## config.mk

```make
export PLATFORM = sky130hd
export DESIGN_NAME = stx_length_frame_deframer_xor_unit
export DESIGN_NICKNAME = d
export VERILOG_FILES = /design/src/rtl/stxd_pkg.sv /design/src/rtl/stx_length_frame_deframer_xor_unit.sv
export SDC_FILE = /design/constraint.sdc
export NUM_CORES = 1
export LEC_CHECK = 0
export BUFFER_PORTS_ARGS = -buffer_cell sky130_fd_sc_hd__buf_2
export CAP_MARGIN = 15
export CORE_MARGIN = 2
export CORE_UTILIZATION = 61
export DETAILED_ROUTE_END_ITERATION = 6
export GPL_TIMING_DRIVEN = 0
export PLACE_DENSITY_LB_ADDON = 0.08
export RECOVER_POWER = 50
export SYNTH_ARGS = -nofsm -noshare
export SYNTH_HDL_FRONTEND = slang
export SYNTH_SLANG_ARGS = --single-unit
```

## constraint.sdc

```tcl
create_clock -name clk -period 3.6 [get_ports clk]
set_input_delay 0.72 -clock clk [delete_from_list [all_inputs] [get_ports clk]]
set_output_delay 0.72 -clock clk [all_outputs]
set_load 0.01 [all_outputs]
```

## src/rtl/stxd_pkg.sv

```systemverilog
// Shared constants for the STX length-prefixed frame deframer with XOR descrambling.
// Holds phase, section and error codes, register indexes and field widths.
// No dependencies.
package stxd_pkg;

    localparam int KEY_BYTES    = 16;
    localparam int KEY_POS_W    = 4;
    localparam int KEY_LEN_W    = 5;
    localparam int MAX_LEN_W    = 21;
    localparam int REMAIN_W     = 21;
    localparam int SHIFT_W      = 24;
    localparam int INDEX_W      = 4;
    localparam int CFG_INDEX_W  = 2;
    localparam int CFG_DATA_W   = 64;

    localparam logic [7:0] STX_BYTE = 8'h02;

    localparam logic [31:0]        HDR_LEN       = 32'd5;
    localparam logic [INDEX_W-1:0] HDR_END_INDEX = 4'd10;
    localparam logic [INDEX_W-1:0] LEN_LAST_IDX  = 4'd4;
    localparam logic [INDEX_W-1:0] LEN_DONE_IDX  = 4'd5;
    localparam logic [INDEX_W-1:0] FIRST_LEN_IDX = 4'd1;

    localparam logic [1:0] PH_HUNT = 2'd0;
    localparam logic [1:0] PH_LEN  = 2'd1;
    localparam logic [1:0] PH_HDR  = 2'd2;
    localparam logic [1:0] PH_PAY  = 2'd3;

    localparam logic [1:0] SEC_START   = 2'd0;
    localparam logic [1:0] SEC_LENGTH  = 2'd1;
    localparam logic [1:0] SEC_HEADER  = 2'd2;
    localparam logic [1:0] SEC_PAYLOAD = 2'd3;

    localparam logic [1:0] ERR_NONE      = 2'd0;
    localparam logic [1:0] ERR_TOO_LARGE = 2'd1;
    localparam logic [1:0] ERR_TOO_SHORT = 2'd2;

    localparam logic ACT_BYTE  = 1'b0;
    localparam logic ACT_FLUSH = 1'b1;

    localparam logic [CFG_INDEX_W-1:0] REG_MAX_LEN  = 2'd0;
    localparam logic [CFG_INDEX_W-1:0] REG_KEY_LOW  = 2'd1;
    localparam logic [CFG_INDEX_W-1:0] REG_KEY_HIGH = 2'd2;
    localparam logic [CFG_INDEX_W-1:0] REG_KEY_LEN  = 2'd3;

    localparam logic [MAX_LEN_W-1:0] MAX_LEN_RESET = 21'd35000;
    localparam logic [KEY_LEN_W-1:0] KEY_LEN_RESET = 5'd16;

endpackage

```

## src/rtl/stx_length_frame_deframer_xor_unit.sv

```systemverilog
// Top level of the STX length-prefixed frame deframer with XOR payload descrambling.
// Hunts for the start byte, checks the frame length and descrambles payload bytes.
// Depends on stxd_pkg.
//
// Channel   Direction  Transaction content
// s_*       in         tdata = rx_byte, tuser = action (1 = flush)
// m_*       out        tdata = data_byte, tuser = {error_code, section}, tlast = frame_end
// cfg_*     in         register write: cfg_index selects, cfg_data carries the value
//
// One input is taken per cycle unless the output stalls; a result shows in the next cycle.
// The frame state and the result are computed in a single pass ahead of the output register.
// The output register stalls the input only while it holds a result that is not taken.
// Reset clears the frame state, the output valid and the configuration to default values.
module stx_length_frame_deframer_xor_unit (
    input  logic        clk,
    input  logic        rst_n,
    input  logic        s_tvalid,
    output logic        s_tready,
    input  logic [7:0]  s_tdata,   // [7:0] rx_byte
    input  logic        s_tuser,   // [0] action
    output logic        m_tvalid,
    input  logic        m_tready,
    output logic [7:0]  m_tdata,   // [7:0] data_byte
    output logic [3:0]  m_tuser,   // [1:0] section, [3:2] error_code
    output logic        m_tlast,
    input  logic        cfg_wr_en,
    input  logic [stxd_pkg::CFG_INDEX_W-1:0] cfg_index,
    input  logic [stxd_pkg::CFG_DATA_W-1:0]  cfg_data
);

    logic [stxd_pkg::MAX_LEN_W-1:0] max_len_reg;
    logic [63:0]                    key_low_reg;
    logic [63:0]                    key_high_reg;
    logic [stxd_pkg::KEY_LEN_W-1:0] key_len_reg;

    logic [1:0]                     phase_reg, phase_next;
    logic [stxd_pkg::REMAIN_W-1:0]  remain_reg, remain_next;
    logic [stxd_pkg::SHIFT_W-1:0]   shift_reg, shift_next;
    logic [stxd_pkg::INDEX_W-1:0]   index_reg, index_next;
    logic [stxd_pkg::KEY_POS_W-1:0] key_pos_reg, key_pos_next;

    logic       out_valid_reg;
    logic [7:0] out_data_reg, out_data_next;
    logic [1:0] out_sec_reg, out_sec_next;
    logic       out_end_reg, out_end_next;
    logic [1:0] out_err_reg, out_err_next;
    logic       emit;

    logic                            accept;
    logic [31:0]                     frame_len;
    logic                            too_large;
    logic                            too_short;
    logic [stxd_pkg::REMAIN_W-1:0]   remain_dec;
    logic [stxd_pkg::INDEX_W-1:0]    index_inc;
    logic [127:0]                    key_all;
    logic [7:0]                      key_sel;
    logic [stxd_pkg::KEY_LEN_W-1:0]  key_len_eff;
    logic [stxd_pkg::KEY_LEN_W-1:0]  key_pos_inc;

    assign s_tready = !out_valid_reg || m_tready;
    assign accept   = s_tvalid && s_tready;

    assign m_tvalid = out_valid_reg;
    assign m_tdata  = out_data_reg;
    assign m_tuser  = {out_err_reg, out_sec_reg};
    assign m_tlast  = out_end_reg;

    assign frame_len  = {shift_reg, s_tdata};
    assign too_large  = frame_len > {11'd0, max_len_reg};
    assign too_short  = frame_len <= stxd_pkg::HDR_LEN;
    assign remain_dec = remain_reg - 21'd1;
    assign index_inc  = index_reg + 4'd1;
    assign key_all    = {key_high_reg, key_low_reg};
    assign key_sel    = key_all[{key_pos_reg, 3'b000} +: 8];

    always_comb
    begin
        if (key_len_reg == '0)
        begin
            key_len_eff = 5'd1;
        end
        else if (key_len_reg > 5'(stxd_pkg::KEY_BYTES))
        begin
            key_len_eff = 5'(stxd_pkg::KEY_BYTES);
        end
        else
        begin
            key_len_eff = key_len_reg;
        end
        key_pos_inc = {1'b0, key_pos_reg} + 5'd1;
        if (key_pos_inc >= key_len_eff)
        begin
            key_pos_inc = '0;
        end
    end

    always_comb
    begin
        phase_next    = phase_reg;
        remain_next   = remain_reg;
        shift_next    = shift_reg;
        index_next    = index_reg;
        key_pos_next  = key_pos_reg;
        emit          = 1'b0;
        out_data_next = s_tdata;
        out_sec_next  = stxd_pkg::SEC_START;
        out_end_next  = 1'b0;
        out_err_next  = stxd_pkg::ERR_NONE;
        if (s_tuser == stxd_pkg::ACT_FLUSH)
        begin
            phase_next = stxd_pkg::PH_HUNT;
        end
        else
        begin
            unique case (phase_reg)
                stxd_pkg::PH_HUNT:
                begin
                    if (s_tdata == stxd_pkg::STX_BYTE)
                    begin
                        phase_next = stxd_pkg::PH_LEN;
                        shift_next = '0;
                        index_next = stxd_pkg::FIRST_LEN_IDX;
                        emit       = 1'b1;
                    end
                end
                stxd_pkg::PH_LEN:
                begin
                    emit         = 1'b1;
                    out_sec_next = stxd_pkg::SEC_LENGTH;
                    if (index_reg < stxd_pkg::LEN_LAST_IDX)
                    begin
                        shift_next = {shift_reg[15:0], s_tdata};
                        index_next = index_inc;
                    end
                    else
                    begin
                        index_next = stxd_pkg::LEN_DONE_IDX;
                        if (too_large)
                        begin
                            phase_next   = stxd_pkg::PH_HUNT;
                            out_end_next = 1'b1;
                            out_err_next = stxd_pkg::ERR_TOO_LARGE;
                        end
                        else if (too_short)
                        begin
                            phase_next   = stxd_pkg::PH_HUNT;
                            out_end_next = 1'b1;
                            out_err_next = stxd_pkg::ERR_TOO_SHORT;
                        end
                        else
                        begin
                            remain_next = stxd_pkg::REMAIN_W'(frame_len - stxd_pkg::HDR_LEN);
                            phase_next  = stxd_pkg::PH_HDR;
                        end
                    end
                end
                stxd_pkg::PH_HDR:
                begin
                    emit         = 1'b1;
                    out_sec_next = stxd_pkg::SEC_HEADER;
                    remain_next  = remain_dec;
                    index_next   = index_inc;
                    if (index_inc >= stxd_pkg::HDR_END_INDEX)
                    begin
                        key_pos_next = '0;
                        if (remain_dec == '0)
                        begin
                            phase_next   = stxd_pkg::PH_HUNT;
                            out_end_next = 1'b1;
                        end
                        else
                        begin
                            phase_next = stxd_pkg::PH_PAY;
                        end
                    end
                    else if (remain_dec == '0)
                    begin
                        phase_next   = stxd_pkg::PH_HUNT;
                        out_end_next = 1'b1;
                        out_err_next = stxd_pkg::ERR_TOO_SHORT;
                    end
                end
                stxd_pkg::PH_PAY:
                begin
                    emit          = 1'b1;
                    out_sec_next  = stxd_pkg::SEC_PAYLOAD;
                    out_data_next = s_tdata ^ key_sel;
                    key_pos_next  = key_pos_inc[stxd_pkg::KEY_POS_W-1:0];
                    remain_next   = remain_dec;
                    if (remain_dec == '0)
                    begin
                        phase_next   = stxd_pkg::PH_HUNT;
                        out_end_next = 1'b1;
                    end
                end
                default:
                begin
                    phase_next = stxd_pkg::PH_HUNT;
                end
            endcase
        end
    end

    always_ff @(posedge clk or negedge rst_n)
    begin
        if (!rst_n)
        begin
            max_len_reg  <= stxd_pkg::MAX_LEN_RESET;
            key_low_reg  <= '0;
            key_high_reg <= '0;
            key_len_reg  <= stxd_pkg::KEY_LEN_RESET;
        end
        else if (cfg_wr_en)
        begin
            unique case (cfg_index)
                stxd_pkg::REG_MAX_LEN:  max_len_reg  <= cfg_data[stxd_pkg::MAX_LEN_W-1:0];
                stxd_pkg::REG_KEY_LOW:  key_low_reg  <= cfg_data;
                stxd_pkg::REG_KEY_HIGH: key_high_reg <= cfg_data;
                stxd_pkg::REG_KEY_LEN:  key_len_reg  <= cfg_data[stxd_pkg::KEY_LEN_W-1:0];
                default:                key_len_reg  <= key_len_reg;
            endcase
        end
    end

    always_ff @(posedge clk or negedge rst_n)
    begin
        if (!rst_n)
        begin
            phase_reg   <= stxd_pkg::PH_HUNT;
            remain_reg  <= '0;
            shift_reg   <= '0;
            index_reg   <= '0;
            key_pos_reg <= '0;
        end
        else if (accept)
        begin
            phase_reg   <= phase_next;
            remain_reg  <= remain_next;
            shift_reg   <= shift_next;
            index_reg   <= index_next;
            key_pos_reg <= key_pos_next;
        end
    end

    always_ff @(posedge clk or negedge rst_n)
    begin
        if (!rst_n)
        begin
            out_valid_reg <= 1'b0;
        end
        else if (s_tready)
        begin
            out_valid_reg <= accept && emit;
        end
    end

    always_ff @(posedge clk)
    begin
        if (accept && emit)
        begin
            out_data_reg <= out_data_next;
            out_sec_reg  <= out_sec_next;
            out_end_reg  <= out_end_next;
            out_err_reg  <= out_err_next;
        end
    end

`ifndef SYNTH
    a_payload_index: assert property (@(posedge clk) disable iff (!rst_n)
        phase_reg == stxd_pkg::PH_PAY |-> index_reg == stxd_pkg::HDR_END_INDEX)
        else $error("Payload phase entered before the header was complete.");

    a_remain_nonzero: assert property (@(posedge clk) disable iff (!rst_n)
        (phase_reg == stxd_pkg::PH_HDR || phase_reg == stxd_pkg::PH_PAY)
            |-> remain_reg != '0)
        else $error("Frame still open with no bytes remaining.");

    a_error_ends_frame: assert property (@(posedge clk) disable iff (!rst_n)
        out_valid_reg && out_err_reg != stxd_pkg::ERR_NONE |-> out_end_reg)
        else $error("Error reported on a byte that does not end the frame.");

    a_large_on_length: assert property (@(posedge clk) disable iff (!rst_n)
        out_valid_reg && out_err_reg == stxd_pkg::ERR_TOO_LARGE
            |-> out_sec_reg == stxd_pkg::SEC_LENGTH)
        else $error("Length too large reported outside the length field.");

    a_end_to_hunt: assert property (@(posedge clk) disable iff (!rst_n)
        accept && emit && out_end_next |=> phase_reg == stxd_pkg::PH_HUNT)
        else $error("Frame ended without returning to the start hunt.");
`endif

endmodule

```

==> results of run 1 <==
==> placed cells by master (no fill, tap or decap), types with 18 or more instances in the layout <==
cell       Yosys  final
dfrtp_1      203    203
mux2_2       134    134
nand2_1      115    115
buf_2          4     95
o21ai_0       70     70
clkbuf_1      50     55
inv_1         49     49
nor2_1        41     41
mux4_2        40     40
ha_1          39     39
nor3_1        25     25
clkbuf_16      0     24
a21oi_1       23     23
xnor2_1       18     18
==> worst min path at each step <==
stage | end | cells past startpoint | startpoint | slack (ns)
after floorplan | index_reg[0] | 0 | rst_n | 0.42
after global placement | shift_reg[18] | 2 | shift_reg[18] | 0.46
after detailed placement | shift_reg[18] | 2 | shift_reg[18] | 0.47
after CTS | remain_reg[6] | 1 | rst_n | 0.21
after global routing | key_low_reg[48] | 2 | cfg_data[48] | 0.41
final | key_low_reg[29] | 2 | cfg_data[29] | 0.42
==> per-stage QoR <==
step                setup TNS (ns)  cells  hold WS, ns  instance area (um2)  power (mW)
global route                     0   1392        0.413                13300        7.03
detailed placement          -0.402   1350        0.471                12500        4.28
global placement           -360.50   1348        0.463                12500        4.23
finish                           0   1392        0.416                13300        6.74
floorplan                        0   1021        0.424                11700        3.89
CTS                              0   1392        0.213                13300        6.77
==> area by class of cell <==
type	count	area (um2)	area share [%]
well taps	234	293	2.20
clock inverters	11	138	1.03
repair buffers	95	479	3.60
clock buffers	31	667	5.01
plain buffers	59	243	1.82
multi-input cells	690	5660	42.5
flip-flops and latches	223	5650	42.4
inverters	49	184	1.38
==> per-layer routing <==
layer	wire length, um	up-vias	global-route usage (%)
li1	-	3963	-
met1	12300	4383	40.5
met2	14600	330	50.2
met3	1940	83	4.73
met4	1140	0	11.6
met5	0	-	0
==> kinds of logic (layout without fill, tap and decap cells) <==
kind of cell | after synthesis | in the layout | synth area share [%]
AND/OR/NAND/NOR | 270 | 270 | 11.3
buffers and inverters | 108 | 245 | 3.62
flip-flops | 223 | 223 | 48.2
AO/OA/AOI/OAI | 174 | 174 | 9.77
adder cells (fa/ha/maj) | 39 | 39 | 4.16
XOR/XNOR | 32 | 32 | 2.39
multiplexers | 175 | 175 | 20.6
==> power by group <==
part | leakage (nW) | internal (mW) | switching [mW]
clock network | 0.396 | 1.46 | 1.04
registers | 2.70 | 2.91 | 0.209
logic | 2.61 | 0.563 | 0.571
total | 5.70 | 4.93 | 1.82
==> out/qor.yml, run 1 <==
critical_path:
  critical_path_depth: 9
  endpoint: "remain_reg[20]"
  regToRegEndpoint: "remain_reg[20]"
  timing.rr.start: "shift_reg[11]"
  cp_data_required_time_ns: 3.97
  critical_path.startpoint: "shift_reg[11]"
  cp_max_fo: 10
  crit_chain: "ha_1, a21oi_1, o22ai_1, a2111oi_0, nand4_1, a21oi_4, nand2b_4, buf_6, o221ai_1"
  cp_num_buf_inv: 1
  crit_path_end_kind: "register"
  arrival_ns: 3.68
  ff2ff_path_depth: 9
  critical_path_class: "register to register"
  r2r_slack_ns: 0.29
  crit_family: "compound AO/OA/AOI/OAI gates"
  max_stage_delay_ns: 0.64
  critPathLaunchType: "register"
  slowest_stage: "a2111oi_0"
clock_network:
  tritoncts: "built"
  cts_resized: 0
  clk_path_buf_depth: 3
  hold_buffers: 0
  numCtsBuffers: 24
  clk_pin_slew_ns: 0.06
  cts-root-buf: "clkbuf_16"
  cts.sink_count: 223
  htreeDepth: 1
  post_cts.repair.setup_buffers: 0
  clk_latency_ns: 0.55
routing:
  first_pass_iters: 5
  avgRoutedWirePerCell_um: 21.5
  routed_wl_um: 29900
  vias: 8759
  viasPerCell: 6.29
  postRouteAntennaNets: 0
  drtIter0Drc: 745
  drc: 0
synth:
  ys_types: 64
  synth_edf_count: 13
  syn-num-nets: 1140
  synth_top_area_share_pct: 43.3
  synth_ff_type: "dfrtp_1"
  synthTopCellsByArea: "dfrtp_1 43%, mux2_2 13%, mux4_2 7.7%"
  async_reset_ff_share_pct: 94.2
  synthCells: 1021
  yosysWarnings: 0
  ys_top_cells_by_count: "203 x dfrtp_1, 134 x mux2_2, 115 x nand2_1"
  yosysSeqAreaShare_pct: 48.2
  ys_seq_elements: 223
  synth_most_common_cell: "dfrtp_1"
  avgSynthCellArea_um2: 11.5
  synth_largest_area_cell: "dfrtp_1"
  synth_area_mm2: 0.0117
place:
  post-place-ws_ns: -0.0678
  hpwl_um: 21500
  gp_congestion: 0.902
  io_buffers: 93
pwr:
  vdd_drop_max_uv: 426
  p_per_area_mw_per_mm2: 506
  p_leak_nw: 5.70
die:
  die_height_um: 143
  die_w_um: 143
  die_area_mm2: 0.0204
  ios: 95
  core_area_mm2: 0.0188
  rows: 50
  initial_core_util_pct: 62.6
sta:
  finalSetupViolations: 0
  fin_crit_ns: 3.31
  skew_ns: 0.0275
  relSlewSlack_pct: -47.3
  finalHoldViolations: 0
  maxClockFrequency_ghz: 0.302
  grt_setup_unrepaired: "no"
  fin_crit_sh_pct: 91.9
  final_max_slew_viol_count: 90
  worst_pin_slew_ns: 2.21
  layout_setup_ws_ns: 0.292
global_routing:
  grt_remaining_overflow: 0
  grt_antenna_before_repair: 0
  grt_pass1_vias: 8654
  grt.total_usage_pct: 30.2
  grt_max_degree: 123
  grt_pass1_wl_um: 47100
min_path:
  hold_path_class: "input port to register"
cells_and_area:
  utilization_pct: 71.0
  drive_above_1_share_pct: 29.3
  area_delta_synth_final_pct: 13.4
  num-nets-final: 1261
  diodes: 0
  n_fill_cell: 1375
status:
  outcome: "complete, but fails checks"
  violations: "capacitance limit, slew limit"
job:
  maxCapViolCount: 1
(Power assumes the default switching activity.)
==> inputs of run 2 (changes only) <==
CORE_UTILIZATION = 62   (was 61)
CTS_BUF_LIST = sky130_fd_sc_hd__clkbuf_4   (was default)
CTS_CLUSTER_DIAMETER = 200   (was default)
==> out/qor.yml, run 2 (synthesized netlist as in run 1, its figures left out) <==
clock_network:
  clk_pin_slew_ns: 0.07  # about the same
  cts_resized: 0  # unchanged
  clk_path_buf_depth: 3  # unchanged
  numCtsBuffers: 57  # +140%
  cts-root-buf: "clkbuf_4"
  tritoncts: "built"
  cts.sink_count: 223  # unchanged
  post_cts.repair.setup_buffers: 0  # unchanged
  htreeDepth: 2  # +1
  clk_latency_ns: 0.70  # +0.15 ns
  hold_buffers: 0  # unchanged
global_routing:
  grt_max_degree: 117  # -4.9%
  grt_pass1_vias: 8860  # +2.4%
  grt_pass1_wl_um: 47000  # -0.18%
  grt_antenna_before_repair: 2  # +2
  grt.total_usage_pct: 30.6  # +0.37 points
  grt_remaining_overflow: 0  # unchanged
routing:
  avgRoutedWirePerCell_um: 20.5  # -4.6%
  vias: 8857  # +1.1%
  first_pass_iters: 7  # +2
  routed_wl_um: 29900  # about the same
  viasPerCell: 6.07  # -3.5%
  postRouteAntennaNets: 0  # unchanged
  drtIter0Drc: 669  # -10%
  drc: 0  # unchanged
cells_and_area:
  final_cell_mix: "203 x dfrtp_1, 134 x mux2_2, 115 x nand2_1"
  n_fill_cell: 1398  # +1.7%
  utilization_pct: 71.0  # about the same
  area_delta_synth_final_pct: 12.8
  drive_above_1_share_pct: 31.2  # +1.9 points
  num-nets-final: 1294  # +2.6%
  final_common_cell: "dfrtp_1"
sta:
  relSlewSlack_pct: -57.5  # -10 points
  maxClockFrequency_ghz: 0.305  # +0.98%
  grt_setup_unrepaired: "no"
  final_max_slew_viol_count: 96  # +6.7%
  layout_setup_ws_ns: 0.324  # +0.0322 ns
  skew_ns: 0.0178  # -0.00973 ns
  finalHoldViolations: 0  # unchanged
  fin_crit_ns: 3.28  # -0.0322 ns
  worst_pin_slew_ns: 2.36  # +0.153 ns
  fin_crit_sh_pct: 91.0  # -0.89 points
  finalSetupViolations: 0  # unchanged
  fin_tns_setup_ns: 0  # unchanged
die:
  die_w_um: 142  # -0.79%
  die_height_um: 142  # -0.79%
  die_area_mm2: 0.0201  # -1.6%
  core_area_mm2: 0.0186  # -0.67%
  initial_core_util_pct: 63.0  # +0.42 points
  ios: 95  # unchanged
  rows: 50  # unchanged
status:
  violations: "capacitance limit, slew limit"
  outcome: "complete, but fails checks"
min_path:
  hold_path_class: "input port to register"
pwr:
  power_frac_seq_pct: 48.8  # +2.6 points
  pwr-share-clk_pct: 33.4  # -3.6 points
  netSwitchingFraction_pct: 29.3  # +2.4 points
  p_comb_share_pct: 17.8  # +1.0 points
  p_int_mw: 4.50  # -8.6%
  vdd_drop_max_uv: 358  # -16%
  p_per_area_mw_per_mm2: 481  # -4.9%
  p_sw_mw: 1.87  # +3.0%
  p_leak_nw: 5.73  # +0.47%
place:
  gp_congestion: 0.904  # +0.28%
  hpwl_um: 21300  # -0.79%
  io_buffers: 93  # unchanged
  post-place-ws_ns: 0.0132  # +0.0810 ns
critical_path:
  critPathLaunchType: "register"
  cp_data_required_time_ns: 4.14  # +0.17 ns
  arrival_ns: 3.82  # +0.14 ns
  r2r_slack_ns: 0.32  # +0.03 ns
  crit_path_end_kind: "register"
  critical_path_class: "register to register"
  cp_max_fo: 10  # unchanged
job:
  maxCapViolCount: 1  # unchanged
-- run 2: cell count changes in the layout (fill, tap and decap cells not counted), sizes merged --
cell and delta:
buf +1, bufinv -1, clkinv +27, diode +1, clkbuf +40, clkinvlp -1
-- run 2: final timing paths --
kind | start | to | cells after the start
min in group asynchronous | rst_n | remain_reg[5] | 1
min reg2reg | shift_reg[23] | shift_reg[23] | 2
max | shift_reg[11] | remain_reg[3] | 9
min | cfg_data[50] | key_high_reg[50] | 2
max reg2reg | shift_reg[11] | remain_reg[3] | 9
max in group asynchronous | rst_n | key_low_reg[21] | 2
-- run 2: final cells by class --
class	instances	area, um2	share of cell area [%]
Buffer	59	241	1.82
Clock buffer	72	541	4.08
Inverter	49	184	1.39
Tap cell	234	293	2.21
Timing Repair Buffer	95	479	3.62
Clock inverter	36	184	1.39
Multi-Input combinational cell	690	5660	42.8
Sequential cell	223	5650	42.7
Antenna cell	1	2.50	0.0189
-- run 2: power groups by stage --
| stage | registers, mW | logic, mW | clock network (mW) |
|---|---|---|---|
| after detailed placement | 3.15 | 1.13 | 0 |
| final | 3.11 | 1.14 | 2.13 |
| after floorplan | 3.08 | 0.810 | 0 |
| after CTS | 3.10 | 1.14 | 2.17 |
| after global routing | 3.15 | 1.24 | 2.31 |
| after global placement | 3.13 | 1.09 | 0 |
-- run 2: stage by stage --
step                      instances  hold slack [ns]  instance area, um2  total power [mW]
after floorplan                1021            0.424               11700              3.89
after global placement         1348            0.464               12500              4.23
after detailed placement       1350            0.475               12500              4.28
after CTS                      1458           0.0416               13300              6.42
after global routing           1459            0.230               13200              6.70
final                          1459            0.264               13200              6.37
-- run 2: critical path, cell delays in order, from the launching register on --
cell,delay [ns]
dfrtp_1,0.56
ha_1,0.32
a21oi_1,0.15
o22ai_1,0.12
a2111oi_0,0.64
nand4_1,0.34
a21oi_4,0.45
nand2b_4,0.25
buf_6,0.17
o221ai_1,0.13
-- run 2: routing by layer --
metal,share of wire (%),up-vias,wire [um],global-route usage (%)
li1,-,4089,-,-
met1,41,4377,12400,39.3
met2,48,303,14300,50.1
met3,6.5,88,1940,6.55
met4,4.5,0,1330,14.8
met5,0,-,0,0
==> inputs of run 3 (changes only) <==
PLACE_DENSITY = 0.81   (was default)
PLACE_DENSITY_LB_ADDON = default   (was 0.08)
==> out/qor.yml, run 3 (synthesized netlist as in run 1, its figures left out) <==
status:
  outcome: "complete, but fails checks"
  violations: "capacitance limit, slew limit"
die:
  die_height_um: 142  # unchanged
  die_w_um: 142  # unchanged
  die_area_mm2: 0.0201  # unchanged
  ios: 95  # unchanged
  initial_core_util_pct: 63.0  # unchanged
  core_area_mm2: 0.0186  # unchanged
  rows: 50  # unchanged
routing:
  drc: 0  # unchanged
  viasPerCell: 6.30  # +3.7%
  postRouteAntennaNets: 0  # unchanged
  avgRoutedWirePerCell_um: 21.5  # +5.0%
  routed_wl_um: 31400  # +5.0%
  first_pass_iters: 5  # -2
  vias: 9192  # +3.8%
  drtIter0Drc: 678  # +1.3%
global_routing:
  grt.total_usage_pct: 32.5  # +1.9 points
  grt_max_degree: 123  # +5.1%
  grt_remaining_overflow: 0  # unchanged
  grt_pass1_vias: 9496  # +7.2%
  grt_antenna_before_repair: 2  # unchanged
  grt_pass1_wl_um: 49900  # +6.1%
pwr:
  vdd_drop_max_uv: 356  # -0.74%
  p_per_area_mw_per_mm2: 488  # +1.3%
  p_leak_nw: 5.75  # +0.47%
critical_path:
  cp_data_required_time_ns: 4.21  # +0.07 ns
  critPathLaunchType: "register"
  max_stage_delay_ns: 0.67  # +0.03 ns
  crit_family: "compound AO/OA/AOI/OAI gates"
  cp_max_fo: 10  # unchanged
  arrival_ns: 3.84  # +0.02 ns
  critical_path_class: "register to register"
  cp_num_buf_inv: 2  # +1
  crit_path_end_kind: "register"
  slowest_stage: "a2111oi_1"
  crit_chain: "inv_1, ha_1, a21oi_1, o21ai_0, a2111oi_1, nand4_1, a21oi_4, o21ai_4, buf_6, o221ai_1"
clock_network:
  numCtsBuffers: 57  # unchanged
  clk_path_buf_depth: 3  # unchanged
  clk_latency_ns: 0.73  # +0.03 ns
  post_cts.repair.setup_buffers: 0  # unchanged
  htreeDepth: 2  # unchanged
  cts-root-buf: "clkbuf_4"
  cts.sink_count: 223  # unchanged
  tritoncts: "built"
  clk_pin_slew_ns: 0.07  # about the same
sta:
  grt_setup_unrepaired: "no"
  fin_crit_ns: 3.23  # -0.0446 ns
  layout_setup_ws_ns: 0.369  # +0.0446 ns
  fin_crit_sh_pct: 89.8  # -1.2 points
  final_max_slew_viol_count: 89  # -7.3%
  skew_ns: 0.0528  # +0.0350 ns
  worst_pin_slew_ns: 2.30  # -0.0575 ns
  finalHoldViolations: 0  # unchanged
  finalSetupViolations: 0  # unchanged
  fin_tns_setup_ns: 0  # unchanged
  relSlewSlack_pct: -53.6  # +3.8 points
  maxClockFrequency_ghz: 0.309  # +1.4%
place:
  io_buffers: 93  # unchanged
  post-place-ws_ns: -0.108  # -0.121 ns
  hpwl_um: 22500  # +5.5%
  gp_congestion: 0.924  # +2.2%
cells_and_area:
  final_cell_mix: "203 x dfrtp_1, 134 x mux2_2, 115 x nand2_1"
  area_delta_synth_final_pct: 13.1
  final_common_cell: "dfrtp_1"
  drive_above_1_share_pct: 31.9  # +0.74 points
  num-nets-final: 1294  # unchanged
min_path:
  hold_path_class: "input port to register"
job:
  maxCapViolCount: 1  # unchanged
## run 3: layout make-up
type                    count  area (um2)
multi-input cells         690        5660
flip-flops and latches    223        5650
fillers                  1297        5360
clock buffers              86         646
repair buffers             95         495
well taps                 234         293
plain buffers              59         243
inverters                  49         184
clock inverters            22        96.3
diodes                      2        5.00
## run 3: stage by stage
stage | area (um2) | power [mW] | instances | util (%) | hold WS (ns)
floorplan | 11700 | 3.89 | 1021 | - | 0.424
global placement | 12500 | 4.22 | 1348 | 67.1 | 0.468
detailed placement | 12500 | 4.31 | 1350 | 67.3 | 0.477
CTS | 13300 | 6.49 | 1458 | 71.3 | 0.0133
global route | 13300 | 6.77 | 1459 | 71.2 | 0.211
finish | 13300 | 6.47 | 1460 | 71.2 | 0.236
## run 3: what timing repair did
action                                  4_1_cts  5_1_grt
resized for setup                             0        3
hold buffers                                  0        0
endpoints found under the setup margin        0       13
hold endpoints to repair                      0        0
## run 3: worst reg2reg max path: stages (launching register included)
cell and delay, ns:
dfstp_2 0.52, inv_1 0.05, ha_1 0.28, a21oi_1 0.14
o21ai_0 0.11, a2111oi_1 0.67, nand4_1 0.34, a21oi_4 0.44
o21ai_4 0.19, buf_6 0.22, o221ai_1 0.19
## run 3: final timing paths
check                                  endpoint           start  slack [ns]  depth (start not counted)
min in group asynchronous       key_low_reg[43]           rst_n        0.72                          1
worst min register to register    shift_reg[22]   shift_reg[22]        0.50                          2
worst max-delay path             remain_reg[19]  max_len_reg[7]        0.37                         10
worst max register to register   remain_reg[19]  max_len_reg[7]        0.37                         10
max in group asynchronous       key_low_reg[20]           rst_n        1.40                          2
worst min-delay path            key_low_reg[59]    cfg_data[59]        0.24                          2
## run 3: where the power goes
part / total, mW / leakage [nW] / switching, mW / internal [mW]
sequential: 3.13 / 2.70 / 0.227 / 2.90
clock: 2.18 / 0.443 / 1.08 / 1.10
combinational: 1.16 / 2.62 / 0.592 / 0.567
total: 6.47 / 5.75 / 1.90 / 4.57
## run 3: metal layers
metal	global-route usage [%]	wire [um]
met4	13.8	1150
met1	42.8	12500
met3	6.78	2580
met2	52.9	15200
met5	0	0
